`src/hw/rtl/motor_node_spi_encoder_monitor_assert.svh`:
```
// ----------------------------------------------------------------------------
// motor_node_spi_encoder_monitor_assert.svh
// Assertion macros shared by the motor node monitor modules.
// ----------------------------------------------------------------------------
`ifndef MOTOR_NODE_SPI_ENCODER_MONITOR_ASSERT_SVH
`define MOTOR_NODE_SPI_ENCODER_MONITOR_ASSERT_SVH

// Same-cycle implication, checked out of reset.
`define MNSEM_ASSERT_IMP(lbl, ante, cons) \
  lbl: assert property (@(posedge clk) disable iff (!rst_n) (ante) |-> (cons)) \
    else $error("motor node monitor check failed");

// Next-cycle implication, checked out of reset.
`define MNSEM_ASSERT_NXT(lbl, ante, cons) \
  lbl: assert property (@(posedge clk) disable iff (!rst_n) (ante) |=> (cons)) \
    else $error("motor node monitor check failed");

`endif

```
`src/hw/rtl/mnsem_pkg.sv`:
```
// ----------------------------------------------------------------------------
// mnsem_pkg
// Shared types and constants of the motor node SPI / encoder monitor.
// ----------------------------------------------------------------------------
`timescale 1ns / 1ps
`default_nettype none

package mnsem_pkg;

  // Item kinds, as carried on the input tuser field
  typedef enum logic [1:0] {
    ACT_SPI = 2'd0,
    ACT_ENC = 2'd1,
    ACT_VEL = 2'd2,
    ACT_ADC = 2'd3
  } action_t;

  // Classified request handed from front to back
  typedef struct packed {
    action_t     kind;
    logic [7:0]  byte_val;  // SPI rx byte or ADC sample
    logic        step_up;   // encoder direction
  } cmd_t;

  localparam int IN_DATA_W   = 24;
  localparam int OUT_DATA_W  = 48;
  localparam int CFG_ADDR_W  = 3;

  localparam logic [7:0] TX_RESET_BYTE = 8'h13;
  localparam logic [7:0] HEADER_RESET  = 8'h7F;
  localparam logic [2:0] ADC_CH_SIX    = 3'd6;
  localparam logic [2:0] ADC_CH_SEVEN  = 3'd7;

endpackage

`default_nettype wire

```
`src/hw/rtl/mnsem_front.sv`:
```
// ----------------------------------------------------------------------------
// mnsem_front
// Accepts input requests and classifies them into queue commands.
// ----------------------------------------------------------------------------
`timescale 1ns / 1ps
`default_nettype none

module mnsem_front
  import mnsem_pkg::*;
(
  input  wire logic                 clk,
  input  wire logic                 rst_n,
  input  wire logic                 in_tvalid,
  output logic                      in_tready,
  input  wire logic [IN_DATA_W-1:0] in_tdata,
  input  wire logic [1:0]           in_tuser,
  output logic                      cmd_valid,
  input  wire logic                 cmd_ready,
  output cmd_t                      cmd
);

  logic cmd_valid_r, cmd_valid_nxt;
  cmd_t cmd_r, cmd_nxt;
  logic accept;

  assign in_tready = !cmd_valid_r || cmd_ready;
  assign accept    = in_tvalid && in_tready;

  always_comb begin
    cmd_nxt.kind     = action_t'(in_tuser);
    cmd_nxt.byte_val = (action_t'(in_tuser) == ACT_ADC) ? in_tdata[17:10] : in_tdata[7:0];
    // count up when both pins agree
    cmd_nxt.step_up  = ~(in_tdata[8] ^ in_tdata[9]);
    cmd_valid_nxt    = accept || (cmd_valid_r && !cmd_ready);
  end

  always_ff @(posedge clk) begin
    if (!rst_n) begin
      cmd_valid_r <= 1'b0;
    end else begin
      cmd_valid_r <= cmd_valid_nxt;
    end
    if (accept) begin
      cmd_r <= cmd_nxt;
    end
  end

  assign cmd_valid = cmd_valid_r;
  assign cmd       = cmd_r;

endmodule

`default_nettype wire

```
`src/hw/rtl/mnsem_queue.sv`:
```
// ----------------------------------------------------------------------------
// mnsem_queue
// Short command queue between the front and back parts.
// ----------------------------------------------------------------------------
`timescale 1ns / 1ps
`default_nettype none

`include "motor_node_spi_encoder_monitor_assert.svh"

module mnsem_queue
  import mnsem_pkg::*;
#(
  parameter int DEPTH = 2
) (
  input  wire logic clk,
  input  wire logic rst_n,
  input  wire logic push_valid,
  output logic      push_ready,
  input  wire cmd_t push_cmd,
  output logic      pop_valid,
  input  wire logic pop_ready,
  output cmd_t      pop_cmd
);

  localparam int PTR_W = (DEPTH > 1) ? $clog2(DEPTH) : 1;
  localparam int CNT_W = $clog2(DEPTH + 1);

  cmd_t             slots_r [DEPTH];
  logic [PTR_W-1:0] wr_ptr_r, wr_ptr_nxt;
  logic [PTR_W-1:0] rd_ptr_r, rd_ptr_nxt;
  logic [CNT_W-1:0] count_r, count_nxt;
  logic             push, pop;

  assign push_ready = (count_r != CNT_W'(DEPTH));
  assign pop_valid  = (count_r != '0);
  assign push       = push_valid && push_ready;
  assign pop        = pop_valid && pop_ready;
  assign pop_cmd    = slots_r[rd_ptr_r];

  always_comb begin
    wr_ptr_nxt = wr_ptr_r;
    rd_ptr_nxt = rd_ptr_r;
    count_nxt  = count_r;
    if (push) begin
      wr_ptr_nxt = (wr_ptr_r == PTR_W'(DEPTH - 1)) ? '0 : wr_ptr_r + PTR_W'(1);
    end
    if (pop) begin
      rd_ptr_nxt = (rd_ptr_r == PTR_W'(DEPTH - 1)) ? '0 : rd_ptr_r + PTR_W'(1);
    end
    case ({push, pop})
      2'b10:   count_nxt = count_r + CNT_W'(1);
      2'b01:   count_nxt = count_r - CNT_W'(1);
      default: count_nxt = count_r;
    endcase
  end

  always_ff @(posedge clk) begin
    if (!rst_n) begin
      wr_ptr_r <= '0;
      rd_ptr_r <= '0;
      count_r  <= '0;
    end else begin
      wr_ptr_r <= wr_ptr_nxt;
      rd_ptr_r <= rd_ptr_nxt;
      count_r  <= count_nxt;
    end
    if (push) begin
      slots_r[wr_ptr_r] <= push_cmd;
    end
  end

  `MNSEM_ASSERT_IMP(a_q_bound, 1'b1, count_r <= CNT_W'(DEPTH))
  `MNSEM_ASSERT_NXT(a_q_grow, push && !pop, count_r == $past(count_r) + CNT_W'(1))
  `MNSEM_ASSERT_NXT(a_q_hold, push && pop, count_r == $past(count_r))

endmodule

`default_nettype wire

```
`src/hw/rtl/mnsem_back.sv`:
```
// ----------------------------------------------------------------------------
// mnsem_back
// Executes commands: SPI framer, encoder count, velocity latch, ADC readings.
// ----------------------------------------------------------------------------
`timescale 1ns / 1ps
`default_nettype none

`include "motor_node_spi_encoder_monitor_assert.svh"

module mnsem_back
  import mnsem_pkg::*;
(
  input  wire logic                  clk,
  input  wire logic                  rst_n,
  input  wire logic [7:0]            frame_header,
  input  wire logic                  cmd_valid,
  output logic                       cmd_ready,
  input  wire cmd_t                  cmd,
  output logic                       out_valid,
  input  wire logic                  out_ready,
  output logic [OUT_DATA_W-1:0]      out_data
);

  typedef enum logic [2:0] {
    FR_WAIT_HDR = 3'd0,
    FR_SETPOINT = 3'd1,
    FR_VOLTAGE  = 3'd2,
    FR_PAD0     = 3'd3,
    FR_PAD1     = 3'd4
  } frame_state_t;

  frame_state_t frame_r, frame_nxt;
  logic [15:0]  position_r, position_nxt;
  logic [15:0]  previous_r, previous_nxt;
  logic [15:0]  velocity_r, velocity_nxt;
  logic [7:0]   current_r, current_nxt;
  logic [7:0]   temperature_r, temperature_nxt;
  logic         chan7_r, chan7_nxt;
  logic [7:0]   setpoint_r, setpoint_nxt;
  logic [7:0]   voltage_r, voltage_nxt;
  logic [7:0]   tx_r, tx_nxt;
  logic         out_valid_r, out_valid_nxt;
  logic         pop;

  // Take a command whenever the result slot is free or being drained
  assign cmd_ready = !out_valid_r || out_ready;
  assign pop       = cmd_valid && cmd_ready;

  always_comb begin
    frame_nxt       = frame_r;
    position_nxt    = position_r;
    previous_nxt    = previous_r;
    velocity_nxt    = velocity_r;
    current_nxt     = current_r;
    temperature_nxt = temperature_r;
    chan7_nxt       = chan7_r;
    setpoint_nxt    = setpoint_r;
    voltage_nxt     = voltage_r;
    tx_nxt          = tx_r;
    out_valid_nxt   = pop || (out_valid_r && !out_ready);
    if (pop) begin
      case (cmd.kind)
        ACT_SPI: begin
          case (frame_r)
            FR_WAIT_HDR: begin
              tx_nxt    = velocity_r[9:2];
              frame_nxt = (cmd.byte_val == frame_header) ? FR_SETPOINT : FR_WAIT_HDR;
            end
            FR_SETPOINT: begin
              setpoint_nxt = cmd.byte_val;
              tx_nxt       = current_r;
              frame_nxt    = FR_VOLTAGE;
            end
            FR_VOLTAGE: begin
              voltage_nxt = cmd.byte_val;
              tx_nxt      = temperature_r;
              frame_nxt   = FR_PAD0;
            end
            FR_PAD0: begin
              tx_nxt    = frame_header;
              frame_nxt = FR_PAD1;
            end
            default: begin
              tx_nxt    = frame_header;
              frame_nxt = FR_WAIT_HDR;
            end
          endcase
        end
        ACT_ENC: begin
          position_nxt = cmd.step_up ? position_r + 16'd1 : position_r - 16'd1;
        end
        ACT_VEL: begin
          velocity_nxt = position_r - previous_r;
          previous_nxt = position_r;
        end
        default: begin
          if (!chan7_r) begin
            current_nxt = cmd.byte_val;
          end else begin
            temperature_nxt = cmd.byte_val;
          end
          chan7_nxt = !chan7_r;
        end
      endcase
    end
  end

  always_ff @(posedge clk) begin
    if (!rst_n) begin
      frame_r       <= FR_WAIT_HDR;
      position_r    <= '0;
      previous_r    <= '0;
      velocity_r    <= '0;
      current_r     <= '0;
      temperature_r <= '0;
      chan7_r       <= 1'b0;
      setpoint_r    <= '0;
      voltage_r     <= '0;
      tx_r          <= TX_RESET_BYTE;
      out_valid_r   <= 1'b0;
    end else begin
      frame_r       <= frame_nxt;
      position_r    <= position_nxt;
      previous_r    <= previous_nxt;
      velocity_r    <= velocity_nxt;
      current_r     <= current_nxt;
      temperature_r <= temperature_nxt;
      chan7_r       <= chan7_nxt;
      setpoint_r    <= setpoint_nxt;
      voltage_r     <= voltage_nxt;
      tx_r          <= tx_nxt;
      out_valid_r   <= out_valid_nxt;
    end
  end

  // The state registers are the result: they change only when a new item
  // is popped, which happens only when the result slot is empty or the previous result leaves.
  assign out_valid = out_valid_r;
  assign out_data  = {2'b00, frame_r, (chan7_r ? ADC_CH_SEVEN : ADC_CH_SIX),
                      velocity_r, voltage_r, setpoint_r, tx_r};

  `MNSEM_ASSERT_NXT(a_adc_toggle, pop && cmd.kind == ACT_ADC, chan7_r != $past(chan7_r))
  `MNSEM_ASSERT_NXT(a_enc_keeps_vel, pop && cmd.kind == ACT_ENC,
                    velocity_r == $past(velocity_r))
  `MNSEM_ASSERT_NXT(a_frame_close, pop && cmd.kind == ACT_SPI && frame_r == FR_PAD1,
                    frame_r == FR_WAIT_HDR && tx_r == $past(frame_header))

endmodule

`default_nettype wire

```
`src/hw/rtl/motor_node_spi_encoder_monitor.sv`:
```
// ----------------------------------------------------------------------------
// motor_node_spi_encoder_monitor
// Motor node interface: SPI framer, quadrature position count, velocity
// latch and alternating ADC readings, with an APB header register.
// ----------------------------------------------------------------------------
//
//  Channel   Dir  Handshake              Payload
//  in_*      in   in_tvalid/in_tready    tuser action, tdata rx/pins/sample
//  out_*     out  out_tvalid/out_tready  tdata node state report after item
//  cfg_*     in   psel/penable/pwrite    frame_header at byte address 0
//
//  One item per cycle sustained while out_tready stays high; each item passes
//  the front register, a queue slot, then the state registers that form the
//  result before out_tvalid rises for it.
//  Reset (rst_n low, synchronous) clears all state, tx byte to 0x13 and the
//  header to 0x7F. A stalled output holds the result; the queue and the front
//  register keep taking requests until both are full, then in_tready drops.
//
`timescale 1ns / 1ps
`default_nettype none

module motor_node_spi_encoder_monitor
  import mnsem_pkg::*;
#(
  parameter int QUEUE_DEPTH = 2
) (
  input  wire logic                  clk,
  input  wire logic                  rst_n,
  input  wire logic                  in_tvalid,
  output logic                       in_tready,
  // rx_byte [7:0], pin_levels [9:8], adc_sample [17:10], zero pad
  input  wire logic [IN_DATA_W-1:0]  in_tdata,
  // action [1:0]
  input  wire logic [1:0]            in_tuser,
  output logic                       out_tvalid,
  input  wire logic                  out_tready,
  // tx_byte [7:0], speed_setpoint [15:8], voltage_command [23:16],
  // velocity [39:24], adc_channel [42:40], frame_phase [45:43], zero pad
  output logic [OUT_DATA_W-1:0]      out_tdata,
  input  wire logic                  cfg_psel,
  input  wire logic                  cfg_penable,
  input  wire logic                  cfg_pwrite,
  input  wire logic [CFG_ADDR_W-1:0] cfg_paddr,
  input  wire logic [31:0]           cfg_pwdata,
  output logic [31:0]                cfg_prdata,
  output logic                       cfg_pready
);

  logic [7:0] header_r, header_nxt;
  logic       hdr_sel;
  logic       front_valid, front_ready;
  cmd_t       front_cmd;
  logic       q_valid, q_ready;
  cmd_t       q_cmd;

  // Config register: index from address bit 2, byte lanes ignored
  assign cfg_pready = 1'b1;
  assign hdr_sel    = (cfg_paddr[2] == 1'b0);
  assign cfg_prdata = hdr_sel ? {24'd0, header_r} : 32'd0;

  always_comb begin
    header_nxt = header_r;
    if (cfg_psel && cfg_penable && cfg_pwrite && cfg_pready && hdr_sel) begin
      header_nxt = cfg_pwdata[7:0];
    end
  end

  always_ff @(posedge clk) begin
    if (!rst_n) begin
      header_r <= HEADER_RESET;
    end else begin
      header_r <= header_nxt;
    end
  end

  // Front: accept and classify
  mnsem_front u_front (
    .clk       (clk),
    .rst_n     (rst_n),
    .in_tvalid (in_tvalid),
    .in_tready (in_tready),
    .in_tdata  (in_tdata),
    .in_tuser  (in_tuser),
    .cmd_valid (front_valid),
    .cmd_ready (front_ready),
    .cmd       (front_cmd)
  );

  // Decouple front from back
  mnsem_queue #(
    .DEPTH (QUEUE_DEPTH)
  ) u_queue (
    .clk        (clk),
    .rst_n      (rst_n),
    .push_valid (front_valid),
    .push_ready (front_ready),
    .push_cmd   (front_cmd),
    .pop_valid  (q_valid),
    .pop_ready  (q_ready),
    .pop_cmd    (q_cmd)
  );

  // Back: advance node state and present the result
  mnsem_back u_back (
    .clk          (clk),
    .rst_n        (rst_n),
    .frame_header (header_r),
    .cmd_valid    (q_valid),
    .cmd_ready    (q_ready),
    .cmd          (q_cmd),
    .out_valid    (out_tvalid),
    .out_ready    (out_tready),
    .out_data     (out_tdata)
  );

endmodule

`default_nettype wire

```
`config.mk`:
```
export PLATFORM = sky130hd
export DESIGN_NAME = motor_node_spi_encoder_monitor
export DESIGN_NICKNAME = d
export VERILOG_FILES = /design/src/hw/rtl/mnsem_pkg.sv /design/src/hw/rtl/mnsem_front.sv /design/src/hw/rtl/mnsem_queue.sv /design/src/hw/rtl/mnsem_back.sv /design/src/hw/rtl/motor_node_spi_encoder_monitor.sv
export VERILOG_INCLUDE_DIRS = /design/src /design/src/hw/rtl
export SDC_FILE = /design/constraint.sdc
export NUM_CORES = 1
export LEC_CHECK = 0
export ABC_AREA = 0
export BUFFER_PORTS_ARGS = -buffer_cell sky130_fd_sc_hd__buf_2
export CORE_MARGIN = 4
export CORE_UTILIZATION = 44
export DETAILED_ROUTE_END_ITERATION = 7
export MAX_ROUTING_LAYER = met4
export PLACE_DENSITY_LB_ADDON = 0.05
export SYNTH_ARGS = -nofsm -noshare
export SYNTH_HDL_FRONTEND = slang
export SYNTH_SLANG_ARGS = --single-unit
```
`constraint.sdc`:
```
create_clock -name clk -period 8.1 [get_ports clk]
set_input_delay 1.62 -clock clk [delete_from_list [all_inputs] [get_ports clk]]
set_output_delay 1.62 -clock clk [all_outputs]
set_load 0.005 [all_outputs]
```
-- Word-level counts from Yosys, hierarchy flattened
Memory sizes are Yosys's and may differ from the RTL's. A register that Yosys moved wholly into a read port is not among the register bits.
Index checks and enable logic that the tools add are counted.
- input port bits: 68
- bits in registers: 117
- output and inout port bits: 83
- memories: 1
- logic and storage cells: 86
- memory bits (writable): 22
- reductions and logical operators: 30
- bitwise logic cells: 5
- add/subtract/negate cells: 7
- eq/ne operators: 10
- multiplexer cells: 14
- memories (memory ; depth ; bits a word ; read ports ; clocked after memory_dff ; write ports ; line ; text):
    u_queue.slots_r ; 2 ; 11 ; 1 ; 1 ; 1 ; mnsem_queue.sv:28 ; cmd_t slots_r [DEPTH];
- operators by type and width (cell ; number):
    8-bit case mux with 3 select lines ; 1
    16-bit by 1-bit adder with 16-bit output (second input constant) ; 1
    16-bit two-way mux ; 1
    8-bit two-way mux ; 2
    16-bit by 1-bit subtractor with 16-bit output (second input constant) ; 1
    16-bit subtractor ; 1
    3-bit case mux with 4 select lines ; 1
    3-bit AND reduction ; 4
    8-bit equality test ; 1
    1-bit logical AND ; 8
    1-bit two-way mux ; 8
    2-bit AND reduction ; 4
    2-bit equality test (second input constant) ; 3
    3-bit by 2-bit equality test with 1-bit output (second input constant) ; 2
    1-bit logical NOT ; 5
    2-bit by 1-bit equality test with 1-bit output (second input constant) ; 2
    1-bit logical OR ; 4
    1-bit inverter ; 4
    2-bit case mux with 2 select lines ; 1
    2-bit nonzero test ; 2
    3-bit by 1-bit equality test with 1-bit output (second input constant) ; 1
    3-bit logical NOT ; 1
    3-bit OR reduction ; 1
    1-bit adder (second input constant) ; 2
    other kinds (5) ; 5

-- Depth between registers and ports, before layout
- depth after elaboration: 5
- depth in mapped cells: 11
- depth with buffers taken out: 10

-- Hierarchy
Synthesis repeated with hierarchy kept, for this count alone.
- cells, all modules: 802
- area, all modules: 7427.1 um^2
- by module, submodules not included (module ; cells an instance ; instances ; area an instance (um^2) ; sequential area each (um^2)):
    mnsem_back ; 648 ; 1 ; 5297.6 ; 1861.8
    mnsem_queue ; 58 ; 1 ; 1024.7 ; 760.7
    motor_node_spi_encoder_monitor ; 70 ; 1 ; 625.6 ; 160.2
    mnsem_front ; 26 ; 1 ; 479.2 ; 350.3

-- Worst setup path before layout
Ideal clock, no wire load.
- kind: input-to-output
- start: input cfg_paddr[2]
- end: output cfg_prdata[0]
- arrival time: 1735 ps
- stages: 1
- data required time: 6480 ps
- path slack: 4745 ps
- path buffers: 0
- cell sequence: nor2b_1
- word-level cells in the longest chain between the ends: 1
- ends and longest elaborated chain (element ; line ; text):
    start: declaration ; motor_node_spi_encoder_monitor.sv:43 ; input wire logic [CFG_ADDR_W-1:0] cfg_paddr,
    8-bit two-way mux ; motor_node_spi_encoder_monitor.sv:59 ; assign cfg_prdata = hdr_sel ? {24'd0, header_r} : 32'd0;
    end: declaration ; motor_node_spi_encoder_monitor.sv:45 ; output logic [31:0] cfg_prdata,
No other way between the ends.

-- Worst setup path in the final report
Ends and elaborated chain as after synthesis.

==> results.txt <==
Status: completed
Core Area: 16000 µm²
CTS H-tree lvls: 4
Crit end category: output port
First-pass GRT wire length: 26.8 mm
Clock sinks: 140
Io pins: 151
Share of layout cells above drive strength 1: 17.5%
Largest net degree at the start of global routing: 54
CTS tree: built
Hold Crit Start: u_front.cmd[3]
GP Congestion: 0.864
Yosys top cell by area: dfxtp_1
CP Class: input pin to output port
Ant diodes: 0
Max IR drop VDD: 0.171 mV
Mapped Cells: 795
Final Cycle Share: 44.9%
Pwr Density: 275 nW/µm²
Vias in the first global route: 5375
Syn-to-layout area delta: 13.6%
Post-CTS Resized: 0
# Post-CTS Setup Buffers: 0
Starting Density: 45.3%
Crit path DAT: 2020 ps
CTS buffer count: 17
Root Buffer: clkbuf_16
Maximum clock rate: 0.275 GHz
Initial antenna violation count: 0
DR vias: 5783
Tot GR Track Use: 18.8%
Worst-skew pair later-pin latency: 420 ps
Total chip power: 2.26 mW
Fin. Hold Viols: 0
Clock skew: 8.39 ps
Area of the multi-input gates: 3710 µm²
Setup TNS: 0 ps
Gr ovfl total: 0
Worst setup margin: 4460 ps
Die Y: 136 µm
Seq/Total Area, Yosys: 43.3%
Min-delay worst type: flop to flop
Pre-antenna DRT Iters: 5
Worst-path clk slew: 60 ps
Post-synth top area share: 29.6%
Ys Warns: 0
Final HPWL DP: 12.0 mm
Worst EP required: 6480 ps
Yosys cell types: 65
Number of synthesized register bits: 140
Top_reg_cell synth: dfxtp_1
CP Max Fanout: 10
Dpl ws: 4380 ps
Routed Antenna Nets: 0
Routed len/inst: 15.4 µm
Slew Limit Fails: 0
Post-synthesis instance area: 7240 µm²
Max-Cap Viols: 0
EDFF count, synth: 33
Setup-failing EPs final: 0
Max Root-Sink Buffers: 2
DRC errors left: 0
Post-DR vias/cell: 5.29
Minimum clock period after layout: 3640 ps
Worst Setup SP: cfg_paddr[2]
Fin nets: 966
Die ar.: 18600 µm²
Ranking of synthesized cells by area: dfxtp_1 (30%), edfxtp_1 (14%), ha_1 (5.4%)
# hold bufs at CTS: 0
Unrepaired setup endpoints after global routing: no
WL final: 16.8 mm
Initial detailed-routing violation count: 379
CP startpoint kind: input pin
Post-Syn Area per Cell: 9.11 µm²
Rows: 46
Worst-Margin Slew: 1060 ps
Ys async rst share: 0%
Reg area: 3130 µm²
Lkg Pwr: 3.26 nW
# fillers: 1530
Slew margin rel.: 29.0%
Width of the die: 136 µm
# port buffers: 89
[registers in the layout, indices dropped and copies added, names as in the netlist, 2 cells and up, named ones only]
name	flops
u_back.previous_r	16
header_r	8
u_back.frame_r	3
u_back.temperature_r	8
u_queue.count_r	2
u_front.cmd	11
u_back.voltage_r	8
u_queue.slots_r	22
u_back.setpoint_r	8
u_back.tx_r	8
u_back.current_r	8
u_back.velocity_r	16
u_back.position_r	16
[critical path, stage by stage]
cell and delay, ps:
buf_2 150, nor2b_1 130, buf_2 120
[layer usage]
| metal | up-vias | track usage (%) | part of all wire, % |
|---|---|---|---|
| li1 | 2900 | - | - |
| met1 | 2706 | 24.8 | 48 |
| met2 | 158 | 29.1 | 46 |
| met3 | 19 | 4.33 | 5.3 |
| met4 | 0 | 5.10 | 1.1 |
| met5 | - | - | 0 |
[cell usage after synthesis (3+ instances only)]
library cell  instances
xnor2_1              18
nand2b_1              8
and3_1                6
dfxtp_1             107
and2_1                8
nand2_1              95
nor2b_1              19
buf_1                 5
o22a_1                3
xor2_1               15
mux2_2               11
buf_4                30
a21oi_1              58
mux2i_2               4
buf_6                 4
o31a_1                3
nand3_1              26
nor3_1               13
nor2_1               74
inv_1                22
or3_1                 5
o22ai_1              10
mux2i_1              10
buf_2                11
ha_1                 31
edfxtp_1             33
a211oi_1             46
nand4_1               6
o211ai_1              5
a21o_1               13
clkbuf_1             20
o21a_1                7
o21ai_0              24
[where the power goes]
part	switching, mW	internal (mW)	leakage (nW)	total [mW]
Clock	0.317	0.406	0.262	0.723
Sequential	0.0649	0.785	1.18	0.850
Combinational	0.408	0.283	1.82	0.691
[worst paths after layout]
kind	endpoint	slack [ps]	cells after the start
setup / recovery	cfg_prdata[0]	4460	3
hold / removal	u_queue.slots_r[0][3]	440	0
setup reg to reg	u_back.position_r[14]	4640	9
hold reg to reg	u_queue.slots_r[0][3]	440	0
[cells by family (layout without fill, tap and decap cells)]
group           after synthesis  in the layout  synth area share, %
flops                       140            140                 43.3
simple gates                278            278                 18.4
xor+xnor                     33             33                 3.99
buf+inv                      92            148                 6.93
fa+ha+maj                    33             33                 5.91
compound gates              192            192                 17.6
mux                          25             25                 3.85
other cells                   2             29                0.104
[cells in the final DEF, fill, tap and decap left out, drive strengths merged, types with 4 or more instances in the layout]
cell,Yosys,final
xor2,15,15
mux2i,14,14
or3,5,5
conb,2,29
ha,31,31
buf,50,94
o211ai,6,6
nor2,74,74
nand2b,8,8
clkbuf,20,19
mux2,11,11
o21a,7,7
o311ai,4,4
nand4,6,6
a21oi,58,58
o22ai,10,10
inv,22,29
a21o,13,13
nand3,26,26
and3,6,6
dfxtp,107,107
and2,8,8
edfxtp,33,33
xnor2,18,18
a211oi,48,48
nand2,95,95
o21ai,27,27
nor2b,19,19
nor3,14,14
[per-stage QoR]
step / util (%) / instances / cell area [µm²] / hold slack [ps]
after floorplan: - / 822 / 7340 / 421
after global placement: 48.0 / 1062 / 7680 / 424
after detailed placement: 48.0 / 1062 / 7680 / 430
after CTS: 51.4 / 1094 / 8230 / 445
after global routing: 51.4 / 1094 / 8230 / 451
final: 51.4 / 1094 / 8230 / 444
[cell type report]
cell class | instances | area share (%)
multi-input cells | 590 | 45.1
inverters | 22 | 1.00
flip-flops and latches | 140 | 38.1
clock inverters | 13 | 1.29
clock buffers | 19 | 5.38
well taps | 216 | 3.28
repair buffers | 94 | 5.87
No activity file was read; power rests on OpenSTA's default activity.
